`src/rtl/core/msh_pkg.sv`:
```
// Shared widths, register and mode codes, and inter-stage types for the
// distortion shaper pipeline. No dependencies.
package msh_pkg;

    localparam int unsigned SAMPLE_W   = 16;
    localparam int unsigned OUT_W      = 18;
    localparam int unsigned AMOUNT_W   = 16;
    localparam int unsigned MODE_W     = 2;
    localparam int unsigned CFG_IDX_W  = 2;
    localparam int unsigned CFG_DATA_W = 16;
    localparam int unsigned S_TDATA_W  = 16;
    localparam int unsigned M_TDATA_W  = 24;

    localparam int unsigned CUBE_W     = 48;
    localparam int unsigned TUBE_W     = 34;
    localparam int unsigned WPROD_W    = 40;
    localparam int unsigned DEN_W      = 39;
    localparam int unsigned NUM_SHIFT  = 14;
    localparam int unsigned REM_W      = WPROD_W + NUM_SHIFT;
    localparam int unsigned QUOT_W     = 16;
    localparam int unsigned RES_W      = 20;

    typedef logic [MODE_W-1:0] mode_t;
    typedef logic signed [RES_W-1:0] res_t;

    localparam mode_t MODE_SOFT = 2'd0;
    localparam mode_t MODE_TUBE = 2'd1;
    localparam mode_t MODE_WAVE = 2'd2;

    localparam logic [CFG_IDX_W-1:0] REG_SHAPE_MODE   = 2'd0;
    localparam logic [CFG_IDX_W-1:0] REG_SHAPE_AMOUNT = 2'd1;

    localparam mode_t                MODE_RESET   = MODE_SOFT;
    localparam logic [AMOUNT_W-1:0]  AMOUNT_RESET = 16'd256;

    localparam logic signed [SAMPLE_W-1:0] SAMPLE_MIN = 16'sh8000;

    typedef struct packed {
        mode_t                 mode;
        logic [AMOUNT_W-1:0]   amount;
    } cfg_t;

    typedef struct packed {
        logic                  neg;
        logic [WPROD_W-1:0]    prod;
        logic [DEN_W-1:0]      den;
    } wave_ops_t;

    typedef struct packed {
        mode_t                       mode;
        logic signed [SAMPLE_W-1:0]  x;
        logic signed [CUBE_W-1:0]    x3;
        logic signed [TUBE_W-1:0]    tn;
        wave_ops_t                   ops;
    } front_t;

    typedef struct packed {
        mode_t      mode;
        res_t       alt;
        wave_ops_t  ops;
    } poly_t;

    typedef struct packed {
        mode_t               mode;
        res_t                alt;
        logic                neg;
        logic [REM_W-1:0]    rem;
        logic [DEN_W-1:0]    den;
        logic [QUOT_W-1:0]   q;
    } divs_t;

endpackage

```
`src/rtl/core/msh_poly.sv`:
```
// Polynomial curves: finishes the soft clip (rounded division by three) and
// the tube curve, and carries the waveshaper operands along. Uses msh_pkg.
module msh_poly (
    input  logic             aclk,
    input  logic             aresetn,
    input  logic             in_valid,
    output logic             in_ready,
    input  msh_pkg::front_t  in_data,
    output logic             out_valid,
    input  logic             out_ready,
    output msh_pkg::poly_t   out_data
);

    localparam int NST = 4;

    localparam logic [33:0]     TUBE_BIAS       = 34'd32768;
    localparam logic [49:0]     SOFT_BIAS       = 50'd3221225472;
    localparam logic [14:0]     RECIP3          = 15'd21845;
    localparam msh_pkg::res_t   SOFT_NEG_LIMIT  = -20'sd10923;

    typedef struct packed {
        msh_pkg::mode_t                        mode;
        logic signed [msh_pkg::SAMPLE_W-1:0]   x;
        logic signed [49:0]                    sn;
        logic                                  tneg;
        logic [33:0]                           tt;
        msh_pkg::wave_ops_t                    ops;
    } p1_t;

    typedef struct packed {
        msh_pkg::mode_t                        mode;
        logic signed [msh_pkg::SAMPLE_W-1:0]   x;
        logic                                  sneg;
        logic [16:0]                           v;
        msh_pkg::res_t                         tres;
        msh_pkg::wave_ops_t                    ops;
    } p2_t;

    typedef struct packed {
        msh_pkg::mode_t                        mode;
        logic signed [msh_pkg::SAMPLE_W-1:0]   x;
        logic                                  sneg;
        logic [16:0]                           v;
        logic [15:0]                           est;
        msh_pkg::res_t                         tres;
        msh_pkg::wave_ops_t                    ops;
    } p3_t;

    p1_t             p1_reg, p1_next;
    p2_t             p2_reg, p2_next;
    p3_t             p3_reg, p3_next;
    msh_pkg::poly_t  p4_reg, p4_next;

    logic [NST-1:0]  valid_reg, valid_next, valid_in, adv;

    logic [33:0]     tn_u;
    logic [49:0]     sn_u, st;
    logic [17:0]     tq;
    msh_pkg::res_t   tmag, smag, sres;
    logic [31:0]     prod;
    logic [17:0]     three_est, rest;
    logic [16:0]     sq;

    always_comb begin
        for (int k = 0; k < NST; k++) begin
            adv[k] = out_ready || ((valid_reg | NST'((1 << k) - 1)) != '1);
        end
        valid_in   = {valid_reg[NST-2:0], in_valid};
        valid_next = (adv & valid_in) | (~adv & valid_reg);
    end

    always_comb begin
        tn_u         = in_data.tn;
        p1_next.mode = in_data.mode;
        p1_next.x    = in_data.x;
        p1_next.sn   = $signed({{3{in_data.x[15]}}, in_data.x, 31'b0})
                     + $signed({{4{in_data.x[15]}}, in_data.x, 30'b0})
                     - $signed({{2{in_data.x3[47]}}, in_data.x3});
        p1_next.tneg = in_data.tn[msh_pkg::TUBE_W-1];
        p1_next.tt   = in_data.tn[msh_pkg::TUBE_W-1] ? (TUBE_BIAS - tn_u) : (tn_u + TUBE_BIAS);
        p1_next.ops  = in_data.ops;
    end

    always_comb begin
        sn_u         = p1_reg.sn;
        st           = p1_reg.sn[49] ? (SOFT_BIAS - sn_u) : (sn_u + SOFT_BIAS);
        tq           = p1_reg.tt[33:16];
        tmag         = $signed({2'b0, tq});
        p2_next.mode = p1_reg.mode;
        p2_next.x    = p1_reg.x;
        p2_next.sneg = p1_reg.sn[49];
        p2_next.v    = st[47:31];
        p2_next.tres = p1_reg.tneg ? -tmag : tmag;
        p2_next.ops  = p1_reg.ops;
    end

    always_comb begin
        prod         = p2_reg.v * RECIP3;
        p3_next.mode = p2_reg.mode;
        p3_next.x    = p2_reg.x;
        p3_next.sneg = p2_reg.sneg;
        p3_next.v    = p2_reg.v;
        p3_next.est  = prod[31:16];
        p3_next.tres = p2_reg.tres;
        p3_next.ops  = p2_reg.ops;
    end

    always_comb begin
        three_est = {2'b0, p3_reg.est} + {1'b0, p3_reg.est, 1'b0};
        rest      = {1'b0, p3_reg.v} - three_est;
        sq        = (rest >= 18'd3) ? ({1'b0, p3_reg.est} + 17'd1) : {1'b0, p3_reg.est};
        smag      = $signed({3'b0, sq});
        if (p3_reg.x == msh_pkg::SAMPLE_MIN) begin
            sres = SOFT_NEG_LIMIT;
        end else begin
            sres = p3_reg.sneg ? -smag : smag;
        end
        p4_next.mode = p3_reg.mode;
        p4_next.ops  = p3_reg.ops;
        case (p3_reg.mode)
            msh_pkg::MODE_SOFT: p4_next.alt = sres;
            msh_pkg::MODE_TUBE: p4_next.alt = p3_reg.tres;
            default:            p4_next.alt = '0;
        endcase
    end

    always_ff @(posedge aclk) begin
        if (!aresetn) begin
            valid_reg <= '0;
        end else begin
            valid_reg <= valid_next;
        end
    end

    always_ff @(posedge aclk) begin
        if (adv[0]) begin
            p1_reg <= p1_next;
        end
        if (adv[1]) begin
            p2_reg <= p2_next;
        end
        if (adv[2]) begin
            p3_reg <= p3_next;
        end
        if (adv[3]) begin
            p4_reg <= p4_next;
        end
    end

    assign in_ready  = adv[0];
    assign out_valid = valid_reg[NST-1];
    assign out_data  = p4_reg;

endmodule

```
`config.mk`:
```
export PLATFORM = sky130hd
export DESIGN_NAME = msh_poly
export DESIGN_NICKNAME = d
export VERILOG_FILES = /design/src/rtl/core/msh_pkg.sv /design/src/rtl/core/msh_poly.sv
export SDC_FILE = /design/constraint.sdc
export NUM_CORES = 1
export LEC_CHECK = 0
export CAP_MARGIN = 20
export CORE_MARGIN = 1.5
export CORE_UTILIZATION = 27
export DETAILED_ROUTE_END_ITERATION = 8
export DONT_BUFFER_PORTS = 1
export GPL_TIMING_DRIVEN = 0
export MAX_ROUTING_LAYER = met4
export PLACE_DENSITY = 0.43
export SYNTH_ARGS = -nofsm -noshare
export SYNTH_HDL_FRONTEND = slang
export SYNTH_SLANG_ARGS = --single-unit
```
`constraint.sdc`:
```
create_clock -name aclk -period 17.57 [get_ports aclk]
set_input_delay 0 -clock aclk [delete_from_list [all_inputs] [get_ports aclk]]
set_output_delay 0 -clock aclk [all_outputs]
set_load 0.1 [all_outputs]
```
; ---- Word level (Yosys, flattened, before mapping)
; Cells that the tools add are included.
; W data, S select, Z words.
[word_totals]
regBits = 576
in_bits = 184
output_inout_bits = 104
[op_classes]
addsub = 11
multipliers = 1
n_lt_le_gt_ge = 1
n_eq_ne = 5
n_mux = 7
n_bitwise = 5
reduce_logical = 5
[op_table]
columns = cell, n
row1 = $sub A48 B48 Y49, 1
row2 = $add A47 B46 Y48, 1
row3 = $add A48 B32 Y48 const B, 1
row4 = $mux W48, 1
row5 = $sub A32 B48 Y48 const A, 1
row6 = $mux W20, 2
row7 = $pmux W20 S2, 1
row8 = $add A34 B16 Y34 const B, 1
row9 = $mux W34, 1
row10 = $sub A16 B34 Y34 const A, 1
row11 = $mul A17 B15 Y32 const B, 1
row12 = $neg A17 Y20, 1
row13 = $neg A18 Y20, 1
row14 = $add A16 B17 Y18, 1
row15 = $ge A18 B2 Y1 const B, 1
row16 = $mux W18, 1
row17 = $sub A17 B18 Y18, 1
row18 = $add A16 B1 Y17 const B, 1
row19 = $mux W17, 1
row20 = $eq A16 B16 Y1 const B, 1
row21 = $and A4 B4 Y4, 2
row22 = $logic_or A1 B1 Y1, 4
row23 = $ne A4 B4 Y1 const B, 1
row24 = $not A4 Y4, 1
row25 = 6 further kinds, 6

; ---- Depth between registers and ports, before layout
; Gate-level depths: netlist of the first run.
[depth]
word_depth = 8
depth_mapped = 23
depth_no_buf = 23

; ---- Worst setup path after synthesis of the first run
; No wires, ideal clock.
[synth_timing]
path_type = reg-to-reg
from = register with a tool-made name
to = register p1_reg[0] (netlist bit) (enable)
setup_time_ps = 1585
t_arrival_ps = 4723
path_slack_ps = 11261
path_stages_with_launch = 4
synth_period_minus_slack_ps = 6309
path_cell_list = dfxtp_1 > nor2b_1 > and3_1 > nand2_1
[synth_rtl]
columns = item, line
row1 = "end signal, assigned", msh_poly.sv:137  ; p1_reg <= p1_next;
row2 = "end, declared", msh_poly.sv:49  ; p1_t p1_reg, p1_next;

; ---- Worst setup path after layout of the first run
[layout_timing]
from = register p2_reg[104] (netlist bit)
to = register p3_reg[115] (netlist bit), data pin
[layout_via]
elab_chain_len = 1
[layout_rtl]
columns = item, line
row1 = "start, declared", msh_poly.sv:50  ; p2_t p2_reg, p2_next;
row2 = "start signal, assigned", msh_poly.sv:140  ; p2_reg <= p2_next;
row3 = $mul A17 B15 Y32, msh_poly.sv:98  ; prod = p2_reg.v * RECIP3;
row4 = named net prod[31], msh_poly.sv:60  ; logic [31:0] prod;
row5 = "end signal, assigned", msh_poly.sv:143  ; p3_reg <= p3_next;
row6 = "end, declared", msh_poly.sv:51  ; p3_t p3_reg, p3_next;
; The timed path passes the listed nets, and every way through them passes these cells.
; A chain may end at the register's enable or synchronous reset.

==> impl_metrics.py, run 1 <==
metrics = {
    "sta": {
        "period_share_pct": 39.2,
        "slew-limit-headroom_pct": 33.5,
        "tightest_slew_ns": 1.00,
        "period_minus_slack_ns": 6.89,
        "fmax_mhz": 145,
        "rsz0062_at_grt": "no",
        "finalHoldViolations": 0,
        "finalMaxSlewViolations": 0,
        "fin_worst_skew_ns": 0.0350,
        "setup_viol": 0,
        "tns_ns": 0,
    },
    "critical_path": {
        "r2r_end": "p3_reg[115]$_DFFE_PN_",
        "start_kind": "register",
        "rr_worst_depth": 21,
        "max_stage_delay_ns": 0.55,
        "cp_slowest_cell": "fa_1",
        "cp_data_required_time_ns": 17.96,
        "critPathTopFamily": "adder cells",
        "r2r_slack_ns": 10.68,
        "critPathMaxFanout": 5,
        "cp-end-kind": "register",
        "path_buf_inv": 3,
        "cp_common_cell": "fa_1",
        "critical_path_class": "register to register",
        "arrival_ns": 7.28,
        "path_cells": "ha_1 -> inv_1 -> fa_1 -> fa_1 -> fa_1 -> fa_1 -> inv_1 -> fa_1 -> ha_1 -> and3_1 -> a221o_1 -> a21oi_1 -> inv_1 -> o2bb2ai_1 -> a31oi_1 -> a2111oi_0 -> o21a_1 -> o21a_1 -> o41ai_1 -> o21bai_1 -> xnor2_1",
        "regToRegStartpoint": "p2_reg[104]$_DFFE_PN_",
    },
    "cells_and_area": {
        "nets": 2765,
        "fin_cells": 3706,
        "area_growth_pct": 25.5,
        "final_layout_size_suffix_gt1_share_pct": 5.58,
        "largest_register_ffs": 152,
        "utilization_pct": 34.2,
    },
    "logic_synthesis": {
        "ys_types": 75,
        "yosysSeqAreaShare_pct": 61.4,
        "synthCells": 1932,
        "ys_ff_latch": 560,
        "yosys_warnings": 0,
        "synth_fp_nets": 2402,
        "synth_edf_count": 556,
        "syn_area_sq_um": 27300,
        "dominantRegCellSynth": "edfxtp_1",
        "synth_area_per_cell_sq_um": 14.2,
        "async_reset_ff_share_pct": 0,
    },
    "placed_design": {
        "post-dp-hpwl_um": 46400,
        "io_buffers": 0,
        "dp_cells": 3296,
        "place.gp.congestion": 0.876,
    },
    "hold_path": {
        "min_to": "sn_u[46]$_DFFE_PN_",
        "hp-class": "primary input to register",
        "whs_path_depth": 4,
        "min_from": "in_data[159]",
    },
    "routing": {
        "ant_nets": 0,
        "vias": 16000,
        "wl_um": 63900,
        "vias_per_cell": 4.33,
        "wire_per_inst_um": 17.3,
        "drc": 0,
        "drt_iter0_drc": 905,
        "drt_pass1_iterations": 5,
    },
    "floorplan": {
        "start_util_pct": 27.3,
        "pin_count": 288,
        "die_h_um": 321,
        "core_region_area_sq_um": 100000,
        "die_x_um": 321,
        "rows": 116,
        "dieArea_sq_um": 103000,
    },
    "grt": {
        "overflow": 0,
        "grt_pass1_vias": 17300,
        "grt_pass1_wl_um": 99200,
        "grt_start_max_net_pins": 77,
        "grt_use_total_pct": 12.8,
        "antenna_found_initial": 4,
    },
    "clocking": {
        "cts_root_buf": "clkbuf_16",
        "clock_sinks": 560,
        "postCtsSetupRepairBufs": 0,
        "clk_pin_slew_ns": 0.06,
        "clk_latency_ns": 0.66,
        "cts_tree": "built",
        "h-tree-depth": 2,
        "cts_max_path_buffers": 3,
        "cts_buffers": 61,
    },
    "status": {
        "status": "finished, final reports clean",
    },
    "job": {
        "maxCapViolCount": 0,
    },
}
-- per-stage QoR --
| stage | hold WS (ns) | worst slack (ns) | instance area [sq um] |
|---|---|---|---|
| after detailed placement | 0.0989 | 10.61 | 29300 |
| after global placement | 0.0989 | 8.53 | 29000 |
| final | 0.0899 | 10.68 | 34300 |
| after CTS | 0.0207 | 10.60 | 34300 |
| after global routing | 0.0391 | 10.24 | 34300 |
| after floorplan | 0.0989 | 11.26 | 27300 |
-- cell usage after synthesis, types with 4 or more instances --
master      n  share of area [%]
o21ai_0    52               0.95
a211oi_2    4               0.18
nand4_1    17               0.39
a31oi_1    15               0.34
or4_1       8               0.22
o21a_1     21               0.58
ha_1      181                8.3
nor2_1    103                1.4
nor3_1     43               0.79
o22ai_1     7               0.16
nor2b_1     8               0.18
edfxtp_1  556                 61
dfxtp_1     4               0.29
a21o_1     19               0.52
a21oi_1    64                1.2
o41ai_1     7               0.22
nor3b_1     7               0.19
or3_1      14               0.32
fa_1      105                7.7
a211oi_1    8               0.22
o21bai_1    4               0.11
o211ai_1    7               0.19
clkbuf_1   24               0.33
inv_1     240                3.3
o31ai_1    11               0.30
and2_1     10               0.23
nand2b_1    9               0.21
and4_1      5               0.16
a31o_2      4               0.13
xnor2_1   108                3.5
a211o_1     4               0.13
nand3_1    32               0.59
a22o_1      6               0.19
nor4_1     35               0.80
and3_1     12               0.27
a221oi_1    6               0.19
nand2_1    77                1.1
xor2_1     35                1.1
-- cells in the final DEF, fill, tap and decap left out, drive strengths merged, types with 11 or more instances in the layout --
cell         synthesis  layout
xnor2              108     108
or3                 14      14
nand4               17      17
a21o                19      19
clkinv               0      28
nor3                43      43
and2                11      11
inv                240     242
nor2               103     103
bufinv               0      11
dlygate4sd3          0     293
edfxtp             556     556
o21a                21      21
nand3               32      32
nand2               77      77
and3                12      12
a21oi               66      66
a31oi               15      15
o31ai               12      12
buf                  6      13
fa                 105     105
a211oi              12      12
nor4                35      35
xor2                35      35
ha                 181     181
o21ai               55      55
clkbuf              24      95
-- layer usage --
metal  track usage (%)  share of wire (%)
met1              15.3                 44
met2              21.4                 49
met3              2.73                4.7
met4              4.09                2.5
met5                 -                  0
-- worst reg2reg max path, stage by stage (launching register included) --
cell	delay, ns
edfxtp_1	0.53
ha_1	0.41
inv_1	0.08
fa_1	0.51
fa_1	0.53
fa_1	0.54
fa_1	0.55
inv_1	0.05
fa_1	0.50
ha_1	0.37
and3_1	0.20
a221o_1	0.34
a21oi_1	0.14
inv_1	0.07
o2bb2ai_1	0.12
a31oi_1	0.25
a2111oi_0	0.23
o21a_1	0.24
o21a_1	0.22
o41ai_1	0.47
o21bai_1	0.14
xnor2_1	0.17
-- what timing repair did --
item                       in CTS  in global routing
resized for setup               0                  0
hold buffers                  293                  0
setup endpoints to repair       0                  0
hold endpoints to repair      159                  0
-- worst max path at each step --
stage	startpoint	end	slack, ns	cells past startpoint
CTS	p2_reg[101]$_DFFE_PN_	p3_reg[115]$_DFFE_PN_	10.60	21
global route	p2_reg[101]$_DFFE_PN_	p3_reg[115]$_DFFE_PN_	10.24	21
floorplan	register	p1_reg[0]$_DFFE_PN_	11.26	3
finish	p2_reg[104]$_DFFE_PN_	p3_reg[115]$_DFFE_PN_	10.68	21
global placement	register	p1_reg[100]$_DFFE_PN_	8.53	3
detailed placement	p2_reg[104]$_DFFE_PN_	p3_reg[115]$_DFFE_PN_	10.61	21
-- cells by family after synthesis --
logic type | Yosys count | synth area share (%)
muxes | 4 | 0.151
buffers and inverters | 270 | 3.80
and+or+nand+nor | 394 | 7.23
DFF | 560 | 61.4
xor gates and xnor gates | 143 | 4.58
adders and majority gates | 286 | 16.0
AOI/OAI and AO/OA | 275 | 6.92
-- cell type report --
cell class	instances	area (sq um)
fillers	9794	66000
inverters	240	908
clock inverters	44	549
diodes	2	5.00
well taps	1357	1700
clock buffers	71	1590
plain buffers	30	138
repair buffers	300	3130
multi-input cells	1102	9540
flip-flops and latches	560	16800
Power of run 1 is left out: the tool's default activity adds up to more than one toggle a clock period on the data nets, which glitch-free logic cannot reach.
==> inputs of run 2 (changes only) <==
==> constraint.sdc (replaced) <==
create_clock -name aclk -period 7.1 [get_ports aclk]
set_input_delay 0 -clock aclk [delete_from_list [all_inputs] [get_ports aclk]]
set_output_delay 0 -clock aclk [all_outputs]
set_load 0.1 [all_outputs]
==> run 2 against run 1 <==
- clock-buffer cell count is the same
- critical endpoint unchanged
- sequential share of layout area shrank 0.064 points
- fmax grew 3.1%
- non-clock buffer count grew 5
- via count is essentially flat
- largest cell class unchanged
- register-to-register slack lost 10 ns
- critical path depth is the same
- first-iteration DRC count shrank 2.3%
==> impl_metrics.py, run 2 (same netlist as run 1, synthesis figures left out) <==
metrics = {
    "floorplan": {
        "core_region_area_sq_um": 100000,
        "start_util_pct": 27.3,
        "die_x_um": 321,
        "rows": 116,
        "pin_count": 288,
        "dieArea_sq_um": 103000,
        "die_h_um": 321,
    },
    "cells_and_area": {
        "fin_cells": 3711,
        "mostFrequentLayoutCell": "edfxtp_1",
        "nets": 2770,
        "final_layout_size_suffix_gt1_share_pct": 5.82,
        "area_growth_pct": 25.7,
        "utilization_pct": 34.3,
        "largest_register_ffs": 152,
        "fillers": 9793,
        "final_cell_mix": "edfxtp_1 (556), dlygate4sd3_1 (293), inv_1 (238)",
    },
    "critical_path": {
        "cp-end-kind": "register",
        "start_kind": "register",
        "arrival_ns": 7.08,
        "r2r_slack_ns": 0.42,
        "cp_data_required_time_ns": 7.50,
        "critPathMaxFanout": 5,
        "critical_path_class": "register to register",
    },
    "clocking": {
        "cts_buffers": 61,
        "cts_root_buf": "clkbuf_16",
        "h-tree-depth": 2,
        "cts_max_path_buffers": 3,
        "clock_sinks": 560,
        "cts_tree": "built",
        "clk_latency_ns": 0.67,
        "clk_pin_slew_ns": 0.06,
    },
    "sta": {
        "tns_ns": 0,
        "finalHoldViolations": 0,
        "finalMaxSlewViolations": 0,
        "setup_viol": 0,
        "slew-limit-headroom_pct": 33.5,
        "rsz0062_at_grt": "no",
        "fmax_mhz": 150,
        "period_minus_slack_ns": 6.68,
        "fin_worst_skew_ns": 0.0353,
        "period_share_pct": 94.1,
        "tightest_slew_ns": 1.00,
    },
    "grt": {
        "grt_start_max_net_pins": 77,
        "overflow": 0,
        "grt_pass1_vias": 17300,
        "grt_pass1_wl_um": 99200,
        "antenna_found_initial": 4,
        "grt_use_total_pct": 12.8,
    },
    "placed_design": {
        "post-dp-hpwl_um": 46400,
        "place.gp.congestion": 0.876,
        "dp_cells": 3296,
        "io_buffers": 0,
    },
    "hold_path": {
        "hp-class": "primary input to register",
    },
    "routing": {
        "wl_um": 63900,
        "ant_nets": 0,
        "drc": 0,
        "vias_per_cell": 4.32,
        "wire_per_inst_um": 17.2,
        "drt_pass1_iterations": 5,
        "drt_iter0_drc": 884,
        "vias": 16100,
    },
    "job": {
        "maxCapViolCount": 0,
    },
    "status": {
        "status": "finished, final reports clean",
    },
}
## run 2: cell count changes in the layout (fill, tap and decap cells not counted)
cell / previous run / this run
o41ai_2: 1 / 2
o41ai_1: 7 / 6
buf_4: 0 / 5
## run 2: layout make-up
type,instances,area (sq um),area share [%]
Antenna cell,2,5.00,0.0146
Buffer,30,138,0.400
Clock buffer,71,1590,4.61
Clock inverter,44,549,1.60
Inverter,240,908,2.64
Multi-Input combinational cell,1102,9550,27.8
Sequential cell,560,16800,48.8
Tap cell,1357,1700,4.94
Timing Repair Buffer,305,3160,9.20
## run 2: what timing repair did
| item | CTS | global route |
|---|---|---|
| endpoints found under the hold margin | 159 | 0 |
| endpoints found under the setup margin | 0 | 2 |
| resized for setup | 0 | 1 |
| hold buffers | 293 | 0 |
| setup buffers | 0 | 5 |
## run 2: routing by layer
| layer | track usage [%] | share of wire (%) | routed length (um) | up-vias |
|---|---|---|---|---|
| met3 | 2.73 | 4.7 | 3020 | 102 |
| met4 | 4.09 | 2.5 | 1600 | 0 |
| met1 | 15.3 | 44 | 28000 | 7804 |
| met2 | 21.4 | 49 | 31300 | 358 |
| li1 | - | - | - | 7786 |
| met5 | - | 0 | 0 | - |
## run 2: path summary, 6_finish.rpt
| kind | cells after the start | endpoint | from |
|---|---|---|---|
| worst max register to register | 21 | p3_reg[115]$_DFFE_PN_ | p2_reg[104]$_DFFE_PN_ |
| worst min-delay path | 1 | p1_reg[165]$_DFFE_PN_ | in_data[162] |
| worst min register to register | 0 | p3_reg[75]$_DFFE_PN_ | p2_reg[75]$_DFFE_PN_ |
| worst max-delay path | 21 | p3_reg[115]$_DFFE_PN_ | p2_reg[104]$_DFFE_PN_ |
## run 2: worst max-delay path: stages (launching register included)
cell and delay (ns):
edfxtp_1 0.49, ha_1 0.39, inv_1 0.08, fa_1 0.51, fa_1 0.53, fa_1 0.54
fa_1 0.55, inv_1 0.05, fa_1 0.51, ha_1 0.37, and3_1 0.20, a221o_1 0.34
a21oi_1 0.14, inv_1 0.07, o2bb2ai_1 0.12, a31oi_1 0.25, a2111oi_0 0.22, o21a_1 0.24
o21a_1 0.22, o41ai_2 0.33, o21bai_1 0.12, xnor2_1 0.16
## run 2: per-stage QoR
stage,instance area (sq um),setup WS [ns],hold WS (ns)
after floorplan,27300,0.791,0.0989
after global placement,29000,-1.94,0.0989
after detailed placement,29300,0.137,0.0989
after CTS,34300,0.131,0.0207
after global routing,34400,0.0204,0.0391
final,34400,0.418,0.0855
Power of run 2 is left out for the same reason.
==> inputs of run 3 (changes only) <==
==> constraint.sdc (replaced) <==
create_clock -name aclk -period 7.1 [get_ports aclk]
set_input_delay 0.355 -clock aclk [delete_from_list [all_inputs] [get_ports aclk]]
set_output_delay 0.355 -clock aclk [all_outputs]
set_load 0.1 [all_outputs]
==> run 3 against run 2 <==
- via count decreased by 3.1%
- routed wire length shrank 1.4%
- clock-buffer cell count stayed put
- hold slack lost 0.014 ns
- sequential cell count did not move
- fmax hardly changed
==> impl_metrics.py, run 3 (same netlist as run 1, synthesis figures left out) <==
metrics = {
    "critical_path": {
        "critical_path_class": "register to register",
        "max_stage_delay_ns": 0.55,
        "start_kind": "register",
        "cp-end-kind": "register",
        "critPathTopFamily": "adder cells",
        "cp_data_required_time_ns": 7.50,
        "cp_common_cell": "fa_1",
        "path_buf_inv": 3,
        "cp_slowest_cell": "fa_1",
        "arrival_ns": 7.08,
        "critPathMaxFanout": 5,
        "path_cells": "ha_1 -> inv_1 -> fa_1 -> fa_1 -> fa_1 -> fa_1 -> inv_1 -> fa_1 -> ha_1 -> and3_1 -> a221o_1 -> a21oi_1 -> inv_1 -> o2bb2ai_1 -> a31oi_1 -> a2111oi_0 -> o21a_1 -> o21a_1 -> o41ai_2 -> o21bai_1 -> xnor2_1",
    },
    "clocking": {
        "cts_tree": "built",
        "cts_root_buf": "clkbuf_16",
        "h-tree-depth": 2,
        "cts_max_path_buffers": 3,
        "clk_latency_ns": 0.67,
        "cts_buffers": 61,
        "clock_sinks": 560,
        "clk_pin_slew_ns": 0.06,
    },
    "routing": {
        "wl_um": 63000,
        "wire_per_inst_um": 17.6,
        "vias_per_cell": 4.34,
        "drt_pass1_iterations": 5,
        "drc": 0,
        "drt_iter0_drc": 859,
        "ant_nets": 0,
        "vias": 15600,
    },
    "grt": {
        "antenna_found_initial": 3,
        "grt_start_max_net_pins": 77,
        "grt_pass1_vias": 16600,
        "grt_pass1_wl_um": 96900,
        "grt_use_total_pct": 12.5,
        "overflow": 0,
    },
    "sta": {
        "finalHoldViolations": 0,
        "setup_viol": 0,
        "fmax_mhz": 150,
        "tightest_slew_ns": 0.999,
        "finalMaxSlewViolations": 0,
        "rsz0062_at_grt": "no",
        "period_share_pct": 94.1,
        "period_minus_slack_ns": 6.68,
        "slew-limit-headroom_pct": 33.6,
        "fin_worst_skew_ns": 0.0341,
    },
    "floorplan": {
        "core_region_area_sq_um": 100000,
        "start_util_pct": 27.3,
        "die_h_um": 321,
        "pin_count": 288,
        "dieArea_sq_um": 103000,
        "rows": 116,
        "die_x_um": 321,
    },
    "cells_and_area": {
        "regArea_sq_um": 16800,
        "utilization_pct": 33.0,
        "largest_register_ffs": 152,
        "area_growth_pct": 21.0,
        "mostFrequentLayoutCell": "edfxtp_1",
        "fillers": 9890,
        "nets": 2642,
        "final_cell_mix": "edfxtp_1 (556), inv_1 (238), ha_1 (181)",
        "final_layout_size_suffix_gt1_share_pct": 6.16,
        "multi_input_area_sq_um": 9550,
    },
    "placed_design": {
        "io_buffers": 0,
        "post-dp-hpwl_um": 46400,
        "place.gp.congestion": 0.876,
    },
    "job": {
        "maxCapViolCount": 0,
    },
    "status": {
        "status": "finished, final reports clean",
    },
    "hold_path": {
        "hp-class": "primary input to register",
    },
}
-- run 3: changes by cell type in the layout (fill, tap and decap cells not counted) --
cell           before  now
diode_2             2    3
dlygate4sd3_1     293  165
-- run 3: cell type report --
type / instances / share of cell area [%]
antenna: 3 / 0.0227
buffer: 30 / 0.416
clock buffer: 71 / 4.79
clock inverter: 44 / 1.66
inverter: 240 / 2.74
multi-input combinational: 1102 / 28.9
sequential: 560 / 50.7
tap: 1357 / 5.13
timing repair buffer: 177 / 5.69
-- run 3: timing repair --
item	in CTS	in global routing
hold endpoints to repair	148	0
hold buffers	165	0
resized for setup	0	1
setup endpoints to repair	0	2
setup buffers	0	5
-- run 3: stage by stage --
step	TNS, ns	instances	instance area (sq um)	setup slack [ns]	hold WS (ns)
6_report	0	3584	33100	0.416	0.0720
4_1_cts	0	3576	33000	0.131	0.00494
3_5_place_dp	0	3296	29300	0.137	0.405
5_1_grt	0	3584	33100	0.0204	0.0471
2_1_floorplan	0	1932	27300	0.791	0.400
3_3_place_gp	-434.45	3289	29000	-1.94	0.400
-- run 3: path summary, 6_finish.rpt --
path                           endpoint  cells past startpoint                   from  slack [ns]
setup / recovery  p3_reg[115]$_DFFE_PN_                     21  p2_reg[104]$_DFFE_PN_        0.42
hold / removal    p1_reg[113]$_DFFE_PN_                      2           in_data[102]        0.07
setup reg to reg  p3_reg[115]$_DFFE_PN_                     21  p2_reg[104]$_DFFE_PN_        0.42
hold reg to reg    p3_reg[75]$_DFFE_PN_                      0   p2_reg[75]$_DFFE_PN_        0.40
-- run 3: per-layer routing --
metal  up-vias  share of wire [%]  wire length, um  global-route usage [%]
met5         -                  0                0                       -
met4         0                2.5             1550                    4.13
met3       100                5.4             3400                    3.05
met2       357                 49            30800                    20.9
met1      7567                 43            27300                    14.8
li1       7535                  -                -                       -
Power of run 3 is left out for the same reason.
